$ cat config.mk
export PLATFORM = sky130hd
export DESIGN_NAME = grey_sprite_blit_4bpp
export DESIGN_NICKNAME = d
export VERILOG_FILES = /design/src/hdl/gsb_pkg.sv /design/src/hdl/gsb_front.sv /design/src/hdl/gsb_queue.sv /design/src/hdl/gsb_back.sv /design/src/hdl/grey_sprite_blit_4bpp.sv
export SDC_FILE = /design/constraint.sdc
export NUM_CORES = 1
export LEC_CHECK = 0
export ABC_AREA = 0
export ABC_CLOCK_PERIOD_IN_PS = 5500
export BUFFER_PORTS_ARGS = -buffer_cell sky130_fd_sc_hd__buf_2
export CORE_UTILIZATION = 40
export CTS_CLUSTER_DIAMETER = 50
export CTS_CLUSTER_SIZE = 24
export DETAILED_ROUTE_END_ITERATION = 12
export PLACE_DENSITY = 0.61
export SETUP_SLACK_MARGIN = 0.2
export SLEW_MARGIN = 30
export SYNTH_ARGS = -nofsm -noshare
export SYNTH_HDL_FRONTEND = slang
export SYNTH_SLANG_ARGS = --single-unit
$ cat constraint.sdc
create_clock -name clk -period 5.5 [get_ports clk]
set_input_delay 0.275 -clock clk [delete_from_list [all_inputs] [get_ports clk]]
set_output_delay 0.275 -clock clk [all_outputs]
set_load 0.02 [all_outputs]
$ cat src/hdl/gsb_pkg.sv
`default_nettype none

package gsb_pkg;

  // Default canvas and sheet geometry.
  localparam int DEF_CANVAS_WIDTH  = 240;
  localparam int DEF_CANVAS_HEIGHT = 240;
  localparam int DEF_CANVAS_STRIDE = 480;
  localparam int DEF_SHEET_MAX_DIM = 256;

  // Field and internal widths. They cover the full allowed parameter ranges.
  localparam int ROW_W      = 8;
  localparam int COL_W      = 7;
  localparam int PAIR_W     = 8;
  localparam int LEVEL_W    = 4;
  localparam int OFFSET_W   = 17;
  localparam int COLOR_W    = 16;
  localparam int CFG_IDX_W  = 3;
  localparam int CFG_DATA_W = 10;
  localparam int DIM_W      = 9;
  localparam int POS_W      = 10;
  localparam int CANVAS_W   = 10;
  localparam int STRIDE_W   = 12;
  localparam int COORD_W    = 12;

  // Configuration register indexes.
  localparam logic [CFG_IDX_W-1:0] REG_SHEET_WIDTH   = 3'd0;
  localparam logic [CFG_IDX_W-1:0] REG_SHEET_ROWS    = 3'd1;
  localparam logic [CFG_IDX_W-1:0] REG_DEST_OFFSET_X = 3'd2;
  localparam logic [CFG_IDX_W-1:0] REG_DEST_OFFSET_Y = 3'd3;
  localparam logic [CFG_IDX_W-1:0] REG_WINDOW_X      = 3'd4;
  localparam logic [CFG_IDX_W-1:0] REG_WINDOW_Y      = 3'd5;
  localparam logic [CFG_IDX_W-1:0] REG_WINDOW_W      = 3'd6;
  localparam logic [CFG_IDX_W-1:0] REG_WINDOW_H      = 3'd7;

  // Signed coordinate wide enough for every sum and difference in the checks.
  typedef logic signed [COORD_W-1:0] coord_t;

  // One classified byte, as queued between the front and the back.
  typedef struct packed {
    logic                keep_even;
    logic                keep_odd;
    logic [OFFSET_W-1:0] row_base;
    logic [CANVAS_W-1:0] cx_even;
    logic [CANVAS_W-1:0] cx_odd;
    logic [LEVEL_W-1:0]  level_even;
    logic [LEVEL_W-1:0]  level_odd;
  } blit_op_t;

  // Grey level times 17 converted to RGB565. Level times 17 is the nibble doubled.
  function automatic logic [COLOR_W-1:0] grey565(input logic [LEVEL_W-1:0] level);
    logic [7:0] g;
    g = {level, level};
    return {g[7:3], g[7:2], g[7:3]};
  endfunction

endpackage

`default_nettype wire

$ cat src/hdl/gsb_front.sv
`default_nettype none

module gsb_front
  import gsb_pkg::*;
#(
  parameter int CANVAS_WIDTH  = DEF_CANVAS_WIDTH,
  parameter int CANVAS_HEIGHT = DEF_CANVAS_HEIGHT,
  parameter int CANVAS_STRIDE = DEF_CANVAS_STRIDE,
  parameter int SHEET_MAX_DIM = DEF_SHEET_MAX_DIM
) (
  input  wire logic                  clk,
  input  wire logic                  rst,
  input  wire logic                  cfg_write,
  input  wire logic [CFG_IDX_W-1:0]  cfg_index,
  input  wire logic [CFG_DATA_W-1:0] cfg_data,
  input  wire logic                  in_valid,
  output logic                       in_stall,
  input  wire logic [ROW_W-1:0]      source_row,
  input  wire logic [COL_W-1:0]      byte_column,
  input  wire logic [PAIR_W-1:0]     pixel_pair,
  input  wire logic                  queue_full,
  output logic                       push,
  output blit_op_t                   push_op
);

  localparam coord_t CANVAS_W_C  = coord_t'(CANVAS_WIDTH);
  localparam coord_t CANVAS_H_C  = coord_t'(CANVAS_HEIGHT);
  localparam coord_t SHEET_MAX_C = coord_t'(SHEET_MAX_DIM);
  localparam logic [STRIDE_W-1:0] STRIDE_C = STRIDE_W'(CANVAS_STRIDE);

  logic [DIM_W-1:0] sheet_width;
  logic [DIM_W-1:0] sheet_rows;
  logic [POS_W-1:0] dest_offset_x;
  logic [POS_W-1:0] dest_offset_y;
  logic [POS_W-1:0] window_x;
  logic [POS_W-1:0] window_y;
  logic [DIM_W-1:0] window_w;
  logic [DIM_W-1:0] window_h;

  coord_t y, x_even, x_odd;
  coord_t wx, wy, ww, wh, sw, sr, ox, oy;
  coord_t dy, dx_even, dx_odd, cy, cx_even, cx_odd;
  logic   row_ok, keep_even, keep_odd;
  logic [CANVAS_W+STRIDE_W-1:0] row_product;

  // Configuration registers.
  always_ff @(posedge clk) begin
    if (rst) begin
      sheet_width   <= '0;
      sheet_rows    <= '0;
      dest_offset_x <= '0;
      dest_offset_y <= '0;
      window_x      <= '0;
      window_y      <= '0;
      window_w      <= '0;
      window_h      <= '0;
    end else if (cfg_write) begin
      unique case (cfg_index)
        REG_SHEET_WIDTH:   sheet_width   <= cfg_data[DIM_W-1:0];
        REG_SHEET_ROWS:    sheet_rows    <= cfg_data[DIM_W-1:0];
        REG_DEST_OFFSET_X: dest_offset_x <= cfg_data[POS_W-1:0];
        REG_DEST_OFFSET_Y: dest_offset_y <= cfg_data[POS_W-1:0];
        REG_WINDOW_X:      window_x      <= cfg_data[POS_W-1:0];
        REG_WINDOW_Y:      window_y      <= cfg_data[POS_W-1:0];
        REG_WINDOW_W:      window_w      <= cfg_data[DIM_W-1:0];
        REG_WINDOW_H:      window_h      <= cfg_data[DIM_W-1:0];
        default: ;
      endcase
    end
  end

  // Widen everything to one signed coordinate format.
  always_comb begin
    y       = coord_t'({{(COORD_W-ROW_W){1'b0}}, source_row});
    x_even  = coord_t'({{(COORD_W-COL_W-1){1'b0}}, byte_column, 1'b0});
    x_odd   = coord_t'({{(COORD_W-COL_W-1){1'b0}}, byte_column, 1'b1});
    wx      = coord_t'({{(COORD_W-POS_W){window_x[POS_W-1]}}, window_x});
    wy      = coord_t'({{(COORD_W-POS_W){window_y[POS_W-1]}}, window_y});
    ox      = coord_t'({{(COORD_W-POS_W){dest_offset_x[POS_W-1]}}, dest_offset_x});
    oy      = coord_t'({{(COORD_W-POS_W){dest_offset_y[POS_W-1]}}, dest_offset_y});
    ww      = coord_t'({{(COORD_W-DIM_W){1'b0}}, window_w});
    wh      = coord_t'({{(COORD_W-DIM_W){1'b0}}, window_h});
    sw      = coord_t'({{(COORD_W-DIM_W){1'b0}}, sheet_width});
    sr      = coord_t'({{(COORD_W-DIM_W){1'b0}}, sheet_rows});
    dy      = y - wy;
    dx_even = x_even - wx;
    dx_odd  = x_odd - wx;
    cy      = y + oy;
    cx_even = x_even + ox;
    cx_odd  = x_odd + ox;
  end

  // Row test shared by both pixels, then a test per pixel. A zero window
  // width or height fails the range tests by itself.
  always_comb begin
    row_ok = (dy >= 0) && (dy < wh) && (y < sr) && (y < SHEET_MAX_C)
          && (cy >= 0) && (cy < CANVAS_H_C);
    keep_even = row_ok && (dx_even >= 0) && (dx_even < ww) && (x_even < sw)
             && (x_even < SHEET_MAX_C) && (cx_even >= 0) && (cx_even < CANVAS_W_C);
    keep_odd  = row_ok && (dx_odd >= 0) && (dx_odd < ww) && (x_odd < sw)
             && (x_odd < SHEET_MAX_C) && (cx_odd >= 0) && (cx_odd < CANVAS_W_C);
  end

  // Row start in the framebuffer; the queue register follows the multiplier.
  assign row_product = cy[CANVAS_W-1:0] * STRIDE_C;

  always_comb begin
    push_op.keep_even  = keep_even;
    push_op.keep_odd   = keep_odd;
    push_op.row_base   = OFFSET_W'(row_product);
    push_op.cx_even    = cx_even[CANVAS_W-1:0];
    push_op.cx_odd     = cx_odd[CANVAS_W-1:0];
    push_op.level_even = pixel_pair[PAIR_W-1:LEVEL_W];
    push_op.level_odd  = pixel_pair[LEVEL_W-1:0];
  end

  // Bytes that keep no pixel are accepted and dropped here.
  assign in_stall = queue_full;
  assign push     = in_valid && !queue_full && (keep_even || keep_odd);

endmodule

`default_nettype wire

$ cat src/hdl/gsb_queue.sv
`default_nettype none

module gsb_queue
  import gsb_pkg::*;
(
  input  wire logic     clk,
  input  wire logic     rst,
  input  wire logic     push,
  input  wire blit_op_t push_op,
  input  wire logic     pop,
  output logic          full,
  output logic          head_valid,
  output blit_op_t      head_op
);

  localparam int DEPTH = 2;

  blit_op_t slots [DEPTH];
  logic     wr_ptr;
  logic     rd_ptr;
  logic [1:0] count;

  // Slot storage needs no reset.
  always_ff @(posedge clk) begin
    if (push) begin
      slots[wr_ptr] <= push_op;
    end
  end

  // Pointers and fill count.
  always_ff @(posedge clk) begin
    if (rst) begin
      wr_ptr <= 1'b0;
      rd_ptr <= 1'b0;
      count  <= '0;
    end else begin
      if (push) begin
        wr_ptr <= !wr_ptr;
      end
      if (pop) begin
        rd_ptr <= !rd_ptr;
      end
      if (push && !pop) begin
        count <= count + 2'd1;
      end else if (pop && !push) begin
        count <= count - 2'd1;
      end
    end
  end

  assign full       = (count == 2'(DEPTH));
  assign head_valid = (count != '0);
  assign head_op    = slots[rd_ptr];

endmodule

`default_nettype wire

$ cat src/hdl/gsb_back.sv
`default_nettype none

module gsb_back
  import gsb_pkg::*;
(
  input  wire logic                clk,
  input  wire logic                rst,
  input  wire logic                head_valid,
  input  wire blit_op_t            head_op,
  output logic                     pop,
  output logic                     out_valid,
  input  wire logic                out_stall,
  output logic [OFFSET_W-1:0]      pixel_offset,
  output logic [COLOR_W-1:0]       color,
  output logic                     last
);

  logic                load;
  logic                use_odd;
  logic                even_done;
  logic [CANVAS_W-1:0] cx_sel;
  logic [LEVEL_W-1:0]  level_sel;

  // The output register loads whenever it is empty or being taken.
  assign load    = !out_valid || !out_stall;
  assign use_odd = even_done || !head_op.keep_even;
  assign pop     = load && head_valid && (use_odd || !head_op.keep_odd);

  always_comb begin
    cx_sel    = use_odd ? head_op.cx_odd : head_op.cx_even;
    level_sel = use_odd ? head_op.level_odd : head_op.level_even;
  end

  // Control: output valid and the flag that the even pixel has gone out.
  always_ff @(posedge clk) begin
    if (rst) begin
      out_valid <= 1'b0;
      even_done <= 1'b0;
    end else if (load) begin
      out_valid <= head_valid;
      if (head_valid) begin
        even_done <= !use_odd && head_op.keep_odd;
      end
    end
  end

  // Result payload.
  always_ff @(posedge clk) begin
    if (load && head_valid) begin
      pixel_offset <= head_op.row_base
                    + OFFSET_W'({cx_sel, 1'b0});
      color        <= grey565(level_sel);
      last         <= use_odd || !head_op.keep_odd;
    end
  end

endmodule

`default_nettype wire

$ cat src/hdl/grey_sprite_blit_4bpp.sv
`default_nettype none

// Greyscale 4bpp sprite blitter. Each input item is one sheet byte holding two
// pixels (high nibble first); every pixel that lies inside the source window,
// the sheet and, after the destination offset, the canvas leaves as one RGB565
// write with its framebuffer byte offset, even pixel first, last set on the
// final write of the byte. A byte with no visible pixel produces nothing.
// Input items are taken one per cycle while the two-entry queue between the
// classifier and the write stage has room; the write stage issues one result
// per cycle while out_stall is low, one for each visible pixel of a byte.
// An accepted byte is registered in the queue, then in the output register.
// Configuration is written through cfg_write/cfg_index/cfg_data while idle.
module grey_sprite_blit_4bpp
  import gsb_pkg::*;
#(
  parameter int CANVAS_WIDTH  = DEF_CANVAS_WIDTH,
  parameter int CANVAS_HEIGHT = DEF_CANVAS_HEIGHT,
  parameter int CANVAS_STRIDE = DEF_CANVAS_STRIDE,
  parameter int SHEET_MAX_DIM = DEF_SHEET_MAX_DIM
) (
  input  wire logic                  clk,
  input  wire logic                  rst,
  input  wire logic                  cfg_write,
  input  wire logic [CFG_IDX_W-1:0]  cfg_index,
  input  wire logic [CFG_DATA_W-1:0] cfg_data,
  input  wire logic                  in_valid,
  output logic                       in_stall,
  input  wire logic [ROW_W-1:0]      source_row,
  input  wire logic [COL_W-1:0]      byte_column,
  input  wire logic [PAIR_W-1:0]     pixel_pair,
  output logic                       out_valid,
  input  wire logic                  out_stall,
  output logic [OFFSET_W-1:0]        pixel_offset,
  output logic [COLOR_W-1:0]         color,
  output logic                       last
);

  logic     push;
  blit_op_t push_op;
  logic     queue_full;
  logic     head_valid;
  blit_op_t head_op;
  logic     pop;

  // Classifier and configuration registers.
  gsb_front #(
    .CANVAS_WIDTH  (CANVAS_WIDTH),
    .CANVAS_HEIGHT (CANVAS_HEIGHT),
    .CANVAS_STRIDE (CANVAS_STRIDE),
    .SHEET_MAX_DIM (SHEET_MAX_DIM)
  ) u_front (
    .clk         (clk),
    .rst         (rst),
    .cfg_write   (cfg_write),
    .cfg_index   (cfg_index),
    .cfg_data    (cfg_data),
    .in_valid    (in_valid),
    .in_stall    (in_stall),
    .source_row  (source_row),
    .byte_column (byte_column),
    .pixel_pair  (pixel_pair),
    .queue_full  (queue_full),
    .push        (push),
    .push_op     (push_op)
  );

  // Queue of classified bytes.
  gsb_queue u_queue (
    .clk        (clk),
    .rst        (rst),
    .push       (push),
    .push_op    (push_op),
    .pop        (pop),
    .full       (queue_full),
    .head_valid (head_valid),
    .head_op    (head_op)
  );

  // Pixel write stage.
  gsb_back u_back (
    .clk          (clk),
    .rst          (rst),
    .head_valid   (head_valid),
    .head_op      (head_op),
    .pop          (pop),
    .out_valid    (out_valid),
    .out_stall    (out_stall),
    .pixel_offset (pixel_offset),
    .color        (color),
    .last         (last)
  );

  // Every queued byte carries at least one visible pixel.
  a_head_has_pixel: assert property (@(posedge clk) disable iff (rst)
    head_valid |-> (head_op.keep_even || head_op.keep_odd))
    else $error("queued byte with no visible pixel");

  // A full queue is never empty.
  a_stall_means_queued: assert property (@(posedge clk) disable iff (rst)
    in_stall |-> head_valid)
    else $error("input stalled with an empty queue");

  // Grey output: red and blue fields always agree.
  a_grey_color: assert property (@(posedge clk) disable iff (rst)
    out_valid |-> (color[15:11] == color[4:0]))
    else $error("result color is not grey");

  // A result taken without last finds its byte still pending in the queue.
  a_pair_pending: assert property (@(posedge clk) disable iff (rst)
    (out_valid && !out_stall && !last) |-> head_valid)
    else $error("odd pixel missing after a non-final result");

endmodule

`default_nettype wire
==> results.md <==
- Synth unique cells: 75
- Reg2reg setup slack: roughly 0.96 ns
- Hold crit path type: input pin to flop
- Fin Clk Skew: about 0.014 ns
- Clk buf depth: 2
- Area Growth Syn to Fin: 11.0%
- Hold_ws: 0.0285 ns
- Clock sink count: between 150 and 200
- Avg Synthesized Cell Area: 10.2 µm²
- CORE AREA: around 0.026 mm²
- Gr ovfl total: 0
- Status: finished with violations
- Leak: 4.53 nW
- Iter 0 DRT Violations: approximately 450
- CP max stage delay: around 0.56 ns
- Cts repair resizes: 0
- CTS Root Cell: clkbuf_16
- Total power: ~3.4 mW
- PortBufs: 75
- Initial Util: 41.2%
- Ports: 77
- Pins Over Slew Limit: 0
- Critical path endpoint category: flop
- Total GRT Usage: about 17%
- Vias in the first global route: between 7,000 and 8,000
- Cells after Synth: around 1,100
- Number of synthesized flops with an enable pin: ~110
- Maximum fanout along the worst path: 4
- Setup TNS: 0 ns
- Number of max-cap violations: 0
- CP Data Arrival Time: 4.73 ns
- CTS hold repair buffers: 0
- Worst-path cell chain: ha_1 -> fa_1 -> a211oi_2 -> nor2_1 -> xor2_1 -> inv_1 -> fa_1 -> inv_1 -> fa_1 -> ha_1 -> inv_1 -> o21bai_1 -> a21oi_1 -> o21ai_1 -> a21o_1 -> a21oi_1 -> xnor2_1
- Dpl hpwl: around 17 mm
- Failing checks: design-rule violations
- Largest net degree at the start of global routing: 85
- CTS tree: yes
- Area of the mapped netlist: 0.0108 mm²
- Clk pin slew, worst setup/hold paths: approximately 0.080 ns
- Ratio of cells with drive above 1 in the final layout: between 10% and 20%
- Post-CTS Setup Inserts: 0
- DR pass1 iterations: 9
- Via density: 5.12
- # DRC: 9
- Initial antenna violation count: 0
- Worst Setup Start Kind: flop
- Total number of vias: approximately 7,500
- Tcrit/Tclk final: between 80% and 90%
- Ys async rst share: 0%
- Final #Nets: between 1,000 and 1,500
- CP Class: flop to flop
- Worst slew pin tran: 0.923 ns
- Unrepaired setup endpoints after global routing: no
- Primary FF master, synth: edfxtp_1
- Commonest non-fill, non-tap cell in the layout: nand2_1
- Skew-Pair Late Insertion Delay: 0.43 ns
- Max Clock Freq: between 0.2 and 0.25 GHz
- Fillers: around 2,500
- H-tree levels: 4
- Placer congestion estimate: ~0.88
- Placed insts: roughly 1,400
- Routed Antenna Nets: 0
- Setup-failing EPs final: 0
- Max VDD drop: approximately 0.16 mV
- Site row count: 59
- Final wirelength: 22.8 mm
- Seq cells post-synth: between 150 and 200
- CP max-delay cell: fa_1
- Min Tclk post-route: roughly 4.5 ns
- Critical Path RT: roughly 5.7 ns
- Power Dens Cells: roughly 280 mW/mm²
- Die footprint: 0.0277 mm²
- Clock buffer count from CTS: 17
- Commonest non-fill, non-tap cells in the layout: 181 x nand2_1, 132 x a21oi_1, 105 x edfxtp_1, 95 x inv_1, 91 x ha_1
- Fin cells: roughly 1,500
- Die span in x: about 170 µm
- WL per Instance: between 15 and 20 µm
- Die Y: around 170 µm
- Sequential element share of the synthesized area: between 40% and 50%
- First-pass GRT wire length: around 38 mm
- Rel. slew slack: about 38%
- Ys Warns: 0
- Diode count: 0
- Final hold violations: 0
- Mapped Nets: roughly 1,200
-- sequential cells by signal, summed over array words and instances, names as in the netlist, 2 cells and up, named ones only --
| name | cells |
|---|---|
| u_front.dest_offset_y | 10 |
| u_front.window_w | 9 |
| u_back.pixel_offset | 16 |
| u_front.sheet_rows | 9 |
| u_front.sheet_width | 9 |
| u_queue.count | 2 |
| u_front.window_x | 10 |
| u_front.window_h | 9 |
| u_back.color | 4 |
| u_front.window_y | 10 |
| u_queue.slots | 84 |
| u_front.dest_offset_x | 10 |
-- worst paths after layout --
check	startpoint	to	cells after the start
setup reg to reg	u_front.dest_offset_y[0]$_SDFFE_PP0P_	u_queue.slots[0][39]$_DFFE_PP_	17
hold / removal	pixel_pair[3]	u_queue.slots[0][3]$_DFFE_PP_	1
setup / recovery	u_front.dest_offset_y[0]$_SDFFE_PP0P_	u_queue.slots[0][39]$_DFFE_PP_	17
hold reg to reg	u_front.window_y[4]$_SDFFE_PP0P_	u_front.window_y[4]$_SDFFE_PP0P_	2
-- cell usage after synthesis (all sizes together) (3+ instances only) --
cell | count | area, µm²
a211oi | 4 | 35.0
a21o | 17 | 129
a21oi | 135 | 691
a31oi | 3 | 33.8
buf | 35 | 215
clkbuf | 17 | 63.8
dfxtp | 83 | 1660
edfxtp | 105 | 3150
fa | 23 | 460
ha | 91 | 1140
inv | 95 | 357
mux2 | 8 | 93.8
mux2i | 5 | 50.1
mux4 | 14 | 315
nand2 | 181 | 679
nand2b | 12 | 75.1
nand3 | 14 | 70.1
nand4 | 5 | 31.3
nor2 | 43 | 164
nor2b | 15 | 93.8
nor3 | 10 | 55.1
nor4 | 3 | 40.0
o2111ai | 3 | 32.5
o211ai | 5 | 37.5
o21a | 8 | 60.1
o21ai | 19 | 103
o21bai | 6 | 45.0
o311ai | 4 | 52.6
o31a | 3 | 26.3
o41ai | 3 | 26.3
xnor2 | 38 | 333
xor2 | 25 | 219
-- worst max-delay path: cells and delay by family, from the launching register on --
family                   cells  cell delay, ns
AO/OA/AOI/OAI                6            1.02
XOR/XNOR                     2            0.55
adder cells (fa/ha/maj)      5            1.99
buffers and inverters        3            0.33
AND/OR/NAND/NOR              1            0.09
flip-flops                   1            0.32
-- per-layer routing --
metal | track usage (%) | share of wire (%) | vias to the layer above
met3 | 2.71 | 3.9 | 14
li1 | - | - | 3772
met5 | 0 | 0 | -
met4 | 3.70 | 0.84 | 0
met1 | 24.2 | 49 | 3547
met2 | 27.4 | 46 | 148
-- area by class of cell --
| type | count | area, µm² | share of cell area, % |
|---|---|---|---|
| Multi-Input combinational cell | 729 | 5410 | 45.0 |
| Sequential cell | 188 | 4820 | 40.1 |
| Clock buffer | 17 | 425 | 3.54 |
| Timing Repair Buffer | 81 | 420 | 3.50 |
| Tap cell | 335 | 419 | 3.49 |
| Inverter | 95 | 357 | 2.97 |
| Clock inverter | 15 | 179 | 1.49 |
-- power by group --
part | switching [mW] | internal [mW]
clock network | 0.617 | 0.620
registers | 0.00906 | 1.54
logic | 0.367 | 0.261
total | 0.993 | 2.43
-- kinds of logic (layout without fill, tap and decap cells) --
kind of cell	Yosys count	after routing	share of synthesized area, %
buffers and inverters	147	208	5.87
other	1	1	0.0346
DFF	188	188	44.4
adders and majority gates	114	114	14.8
xor gates and xnor gates	63	63	5.09
muxes	27	27	4.24
and+or+nand+nor	294	294	12.0
AOI/OAI and AO/OA	230	230	13.5
-- per-stage QoR --
stage	instance area, µm²	utilization, %	worst slack (ns)
after floorplan	10800	-	0.248
after global placement	11400	43.4	0.870
after detailed placement	11400	43.5	0.796
after CTS	12000	45.8	0.926
after global routing	12000	45.8	0.579
final	12000	45.8	0.956
No activity file was read; power rests on OpenSTA's default activity.
